$ cat config.mk
export PLATFORM = sky130hd
export DESIGN_NAME = vfv_nbr_addr
export DESIGN_NICKNAME = d
export VERILOG_FILES = /design/src/sv/vfv_pkg.sv /design/src/sv/vfv_nbr_addr.sv
export SDC_FILE = /design/constraint.sdc
export NUM_CORES = 1
export LEC_CHECK = 0
export BUFFER_PORTS_ARGS = -buffer_cell sky130_fd_sc_hd__buf_2
export CORE_MARGIN = 2
export CORE_UTILIZATION = 36
export DETAILED_ROUTE_END_ITERATION = 8
export PLACE_DENSITY = 0.91
export SETUP_SLACK_MARGIN = 0.15
export SYNTH_ARGS = -nofsm -noshare
export SYNTH_HDL_FRONTEND = slang
export SYNTH_SLANG_ARGS = --single-unit
$ cat constraint.sdc
create_clock -name vclk -period 1
set_input_delay 0.05 -clock vclk [all_inputs]
set_output_delay 0.05 -clock vclk [all_outputs]
set_load 0.01 [all_outputs]
$ cat src/sv/vfv_pkg.sv
`default_nettype none
// ----------------------------------------------------------------------------
// vfv_pkg - shared types and constants for voxel face visibility
// Chunk geometry, command codes, direction order and the address bundle
// that travels from the neighbor address generator to the top level.
// ----------------------------------------------------------------------------
package vfv_pkg;

	// Chunk edge length; power of two so x, y, z are plain bit fields.
	localparam int EDGE_LEN    = 16;
	localparam int EDGE_BITS   = $clog2(EDGE_LEN);
	localparam int PLANE_BITS  = 2 * EDGE_BITS;
	localparam int CELL_BITS   = 3 * EDGE_BITS;
	localparam int PLANE_CELLS = EDGE_LEN * EDGE_LEN;
	localparam int CHUNK_CELLS = PLANE_CELLS * EDGE_LEN;
	localparam int NUM_DIRS    = 6;
	localparam int KIND_BITS_DEF = 8;

	// Width of the code-facing ports and of the extension used to fit them.
	localparam int KIND_PORT_BITS = 8;
	localparam int KIND_EXT_BITS  = 16;

	typedef enum logic [1:0] {
		CMD_LOAD_BLOCK  = 2'd0,
		CMD_LOAD_BORDER = 2'd1,
		CMD_QUERY       = 2'd2
	} cmd_t;

	// Configuration register indexes.
	localparam logic REG_NEIGHBOR_PRESENT = 1'b0;
	localparam logic REG_AIR_CODE         = 1'b1;

	// Direction and face order.
	localparam int DIR_PZ = 0;
	localparam int DIR_NZ = 1;
	localparam int DIR_PY = 2;
	localparam int DIR_NY = 3;
	localparam int DIR_NX = 4;
	localparam int DIR_PX = 5;

	typedef struct packed {
		logic [NUM_DIRS-1:0][CELL_BITS-1:0]  blk_addr;
		logic [NUM_DIRS-1:0][PLANE_BITS-1:0] brd_addr;
		logic [NUM_DIRS-1:0]                 on_edge;
	} nbr_addr_t;

endpackage : vfv_pkg
`default_nettype wire

$ cat src/sv/vfv_nbr_addr.sv
`default_nettype none
// ----------------------------------------------------------------------------
// vfv_nbr_addr - neighbor address generator
// Split a block index into x, y, z and form the six neighbor block
// addresses, the six border plane cells and the chunk edge flags.
// ----------------------------------------------------------------------------
module vfv_nbr_addr (
	input  wire logic [vfv_pkg::CELL_BITS-1:0] block_index,
	output      vfv_pkg::nbr_addr_t            nbr
);
	import vfv_pkg::*;

	localparam logic [EDGE_BITS-1:0] LAST = EDGE_BITS'(EDGE_LEN - 1);
	localparam logic [EDGE_BITS-1:0] ONE  = EDGE_BITS'(1);

	logic [EDGE_BITS-1:0] x, y, z;

	assign x = block_index[EDGE_BITS-1:0];
	assign y = block_index[2*EDGE_BITS-1:EDGE_BITS];
	assign z = block_index[3*EDGE_BITS-1:2*EDGE_BITS];

	always_comb begin
		// Wrapped addresses are harmless: an edge face reads the border bank.
		nbr.blk_addr[DIR_PZ] = {z + ONE, y, x};
		nbr.blk_addr[DIR_NZ] = {z - ONE, y, x};
		nbr.blk_addr[DIR_PY] = {z, y + ONE, x};
		nbr.blk_addr[DIR_NY] = {z, y - ONE, x};
		nbr.blk_addr[DIR_NX] = {z, y, x - ONE};
		nbr.blk_addr[DIR_PX] = {z, y, x + ONE};

		// Border cell is a*EDGE_LEN + b with (a,b) per plane orientation.
		nbr.brd_addr[DIR_PZ] = {x, y};
		nbr.brd_addr[DIR_NZ] = {x, y};
		nbr.brd_addr[DIR_PY] = {x, z};
		nbr.brd_addr[DIR_NY] = {x, z};
		nbr.brd_addr[DIR_NX] = {y, z};
		nbr.brd_addr[DIR_PX] = {y, z};

		nbr.on_edge[DIR_PZ] = (z == LAST);
		nbr.on_edge[DIR_NZ] = (z == '0);
		nbr.on_edge[DIR_PY] = (y == LAST);
		nbr.on_edge[DIR_NY] = (y == '0);
		nbr.on_edge[DIR_NX] = (x == '0);
		nbr.on_edge[DIR_PX] = (x == LAST);
	end

endmodule : vfv_nbr_addr
`default_nettype wire

==> results.cfg <==
[grt]
overflow = 0
grt_pass1_vias = 486
gr-usage-all-layers_pct = 7.696
grt_first_pass_wirelength_um = 2187
grt_max_degree = 15
antenna_found_initial = 0

[floorplan]
ios = 138
die_height_um = 57.94
coreArea_um2 = 2758
start_util_pct = 37.98
dieArea_um2 = 3356
die_w_um = 57.94
rows = 19

[timing]
setup_tns_ns = 0
slew_headroom_pct = 84.46
fmax_ghz = 1.223
rsz0062_at_grt = false
worst_slew_pin_slew_ns = 0.2331
setup_viol = 0
fin_crit_ns = 0.8175
hold_viol_final = 0
finalMaxSlewViolations = 0
min_period_over_period_pct = 81.75

[clock_network]
holdBufCountCts = 0

[final_layout]
regArea_um2 = 0
finalCoreUtilization_pct = 39.07
clkbuf_count = 0
antenna_cells = 0
nets = 197
nFlopsAndLatches = 0
layout_common_cells = buf_2 (132), xor2_1 (9), inv_1 (7)
fill_cells = 302
final_common_cell = buf_2
area_delta_synth_final_pct = 2.867
drive_above_1_share_pct = 84.75

[power_and_ir_drop]
power_w = 0.0006245
p_per_area_nw_per_um2 = 579.7
p_seq_share_pct = 0
pwr-share-clk_pct = 0
comb_power_share_pct = 100.0
p_switching_w = 0.0003612
intPower_w = 0.0002633
p_leak_nw = 0.7340
netSwitchingFraction_pct = 57.84
irDropWorstVdd_mv = 0.3245

[placement]
hpwlAfterDp_um = 1631
io_buffers = 138
gp_congestion = 0.6198

[logic_synthesis]
synth_nets = 156
synth.avg_cell_area_um2 = 7.589
synth_area_um2 = 1047
ys_types = 9
syn-instance-count = 138
yosysSeqAreaShare_pct = 0
ys_warn_count = 0

[detailed_routing]
vias_per_cell = 3.981
wl_um = 1941
wl_per_cell_um = 9.332
dr_total_vias = 828
drtAntennaViolNets = 0
drtIter0Drc = 3
drc = 0
first_pass_iters = 4

[critical_path]
crit_path_max_fanout = 12
worstSetupEndpointType = output port
cp.required_ns = 0.95
cp.arrival_ns = 0.77
critPathKind = input port to output port
crit_path_start_kind = input port

[worst_hold_path]
hold_path_startpoint = block_index[0]
hold_path_class = input port to output port
whs_endpoint = nbr[26]
holdPathStages = 2

[outcome]
status = completed

[flow_run]
maxCapViolCount = 0
cell type report:
class                      count  area (um^2)  share of cell area, %
multi-input combinational     30        295.3                  27.41
tap                           31        38.79                  3.600
inverter                       9        33.78                  3.136
timing repair buffer         138        709.4                  65.85
power by group through the flow:
stage	logic [W]	clock network, W	registers (W)
finish	0.000624	0	0
global route	0.000675	0	0
CTS	0.000620	0	0
detailed placement	0.000612	0	0
global placement	0.000603	0	0
floorplan	0.000536	0	0
worst max-delay path, stage by stage:
cell and delay [ns]:
buf_6 0.12, inv_1 0.08, ha_1 0.17, nor3b_1 0.19, buf_2 0.16
cell usage after synthesis, drive strengths merged:
cell   instances  area (um^2)
nor3           3        30.03
nand3          3        15.01
buf           99        743.2
inv            9        33.78
ha             6        75.07
and3           3        22.52
nor3b          3        22.52
xnor2          3        26.28
xor2           9        78.83
stage by stage:
step                      cells  area, um^2  setup WS [ns]  hold WS, ns
after floorplan             138        1047         0.2784       0.1495
after global placement      208        1033        0.09959       0.4015
after detailed placement    208        1033        0.09047       0.4075
after CTS                   208        1049         0.1405       0.3786
after global routing        208        1077         0.1526       0.3587
final                       208        1077         0.1825       0.3428
logic make-up after synthesis:
family,count (synthesis),share of synthesized area [%]
AND/OR/NAND/NOR,12,8.602
buffers and inverters,108,74.19
adder cells (fa/ha/maj),6,7.168
XOR/XNOR,12,10.04
per-layer routing:
metal / up-vias / wire length, um / global-route usage, %
li1: 400 / - / -
met3: 0 / 252 / 0
met4: 0 / 0 / 0
met2: 66 / 1107 / 17.21
met1: 362 / 581 / 8.221
met5: - / 0 / 0
how the worst max path moves through the flow:
stage	startpoint	endpoint	cells after the start	slack, ns
detailed placement	block_index[8]	nbr[76]	5	0.09
global route	block_index[9]	nbr[75]	5	0.15
global placement	block_index[8]	nbr[1]	5	0.1
CTS	block_index[8]	nbr[1]	5	0.14
floorplan	block_index[8]	nbr[1]	3	0.28
finish	block_index[0]	nbr[4]	5	0.18
timing repair:
item / 4_1_cts / 5_1_grt
endpoints found under the setup margin: 9 / 11
pin swaps: 0 / 1
setup buffers: 0 / 0
resized for setup: 5 / 11
Power figures use the tool's default switching activity.
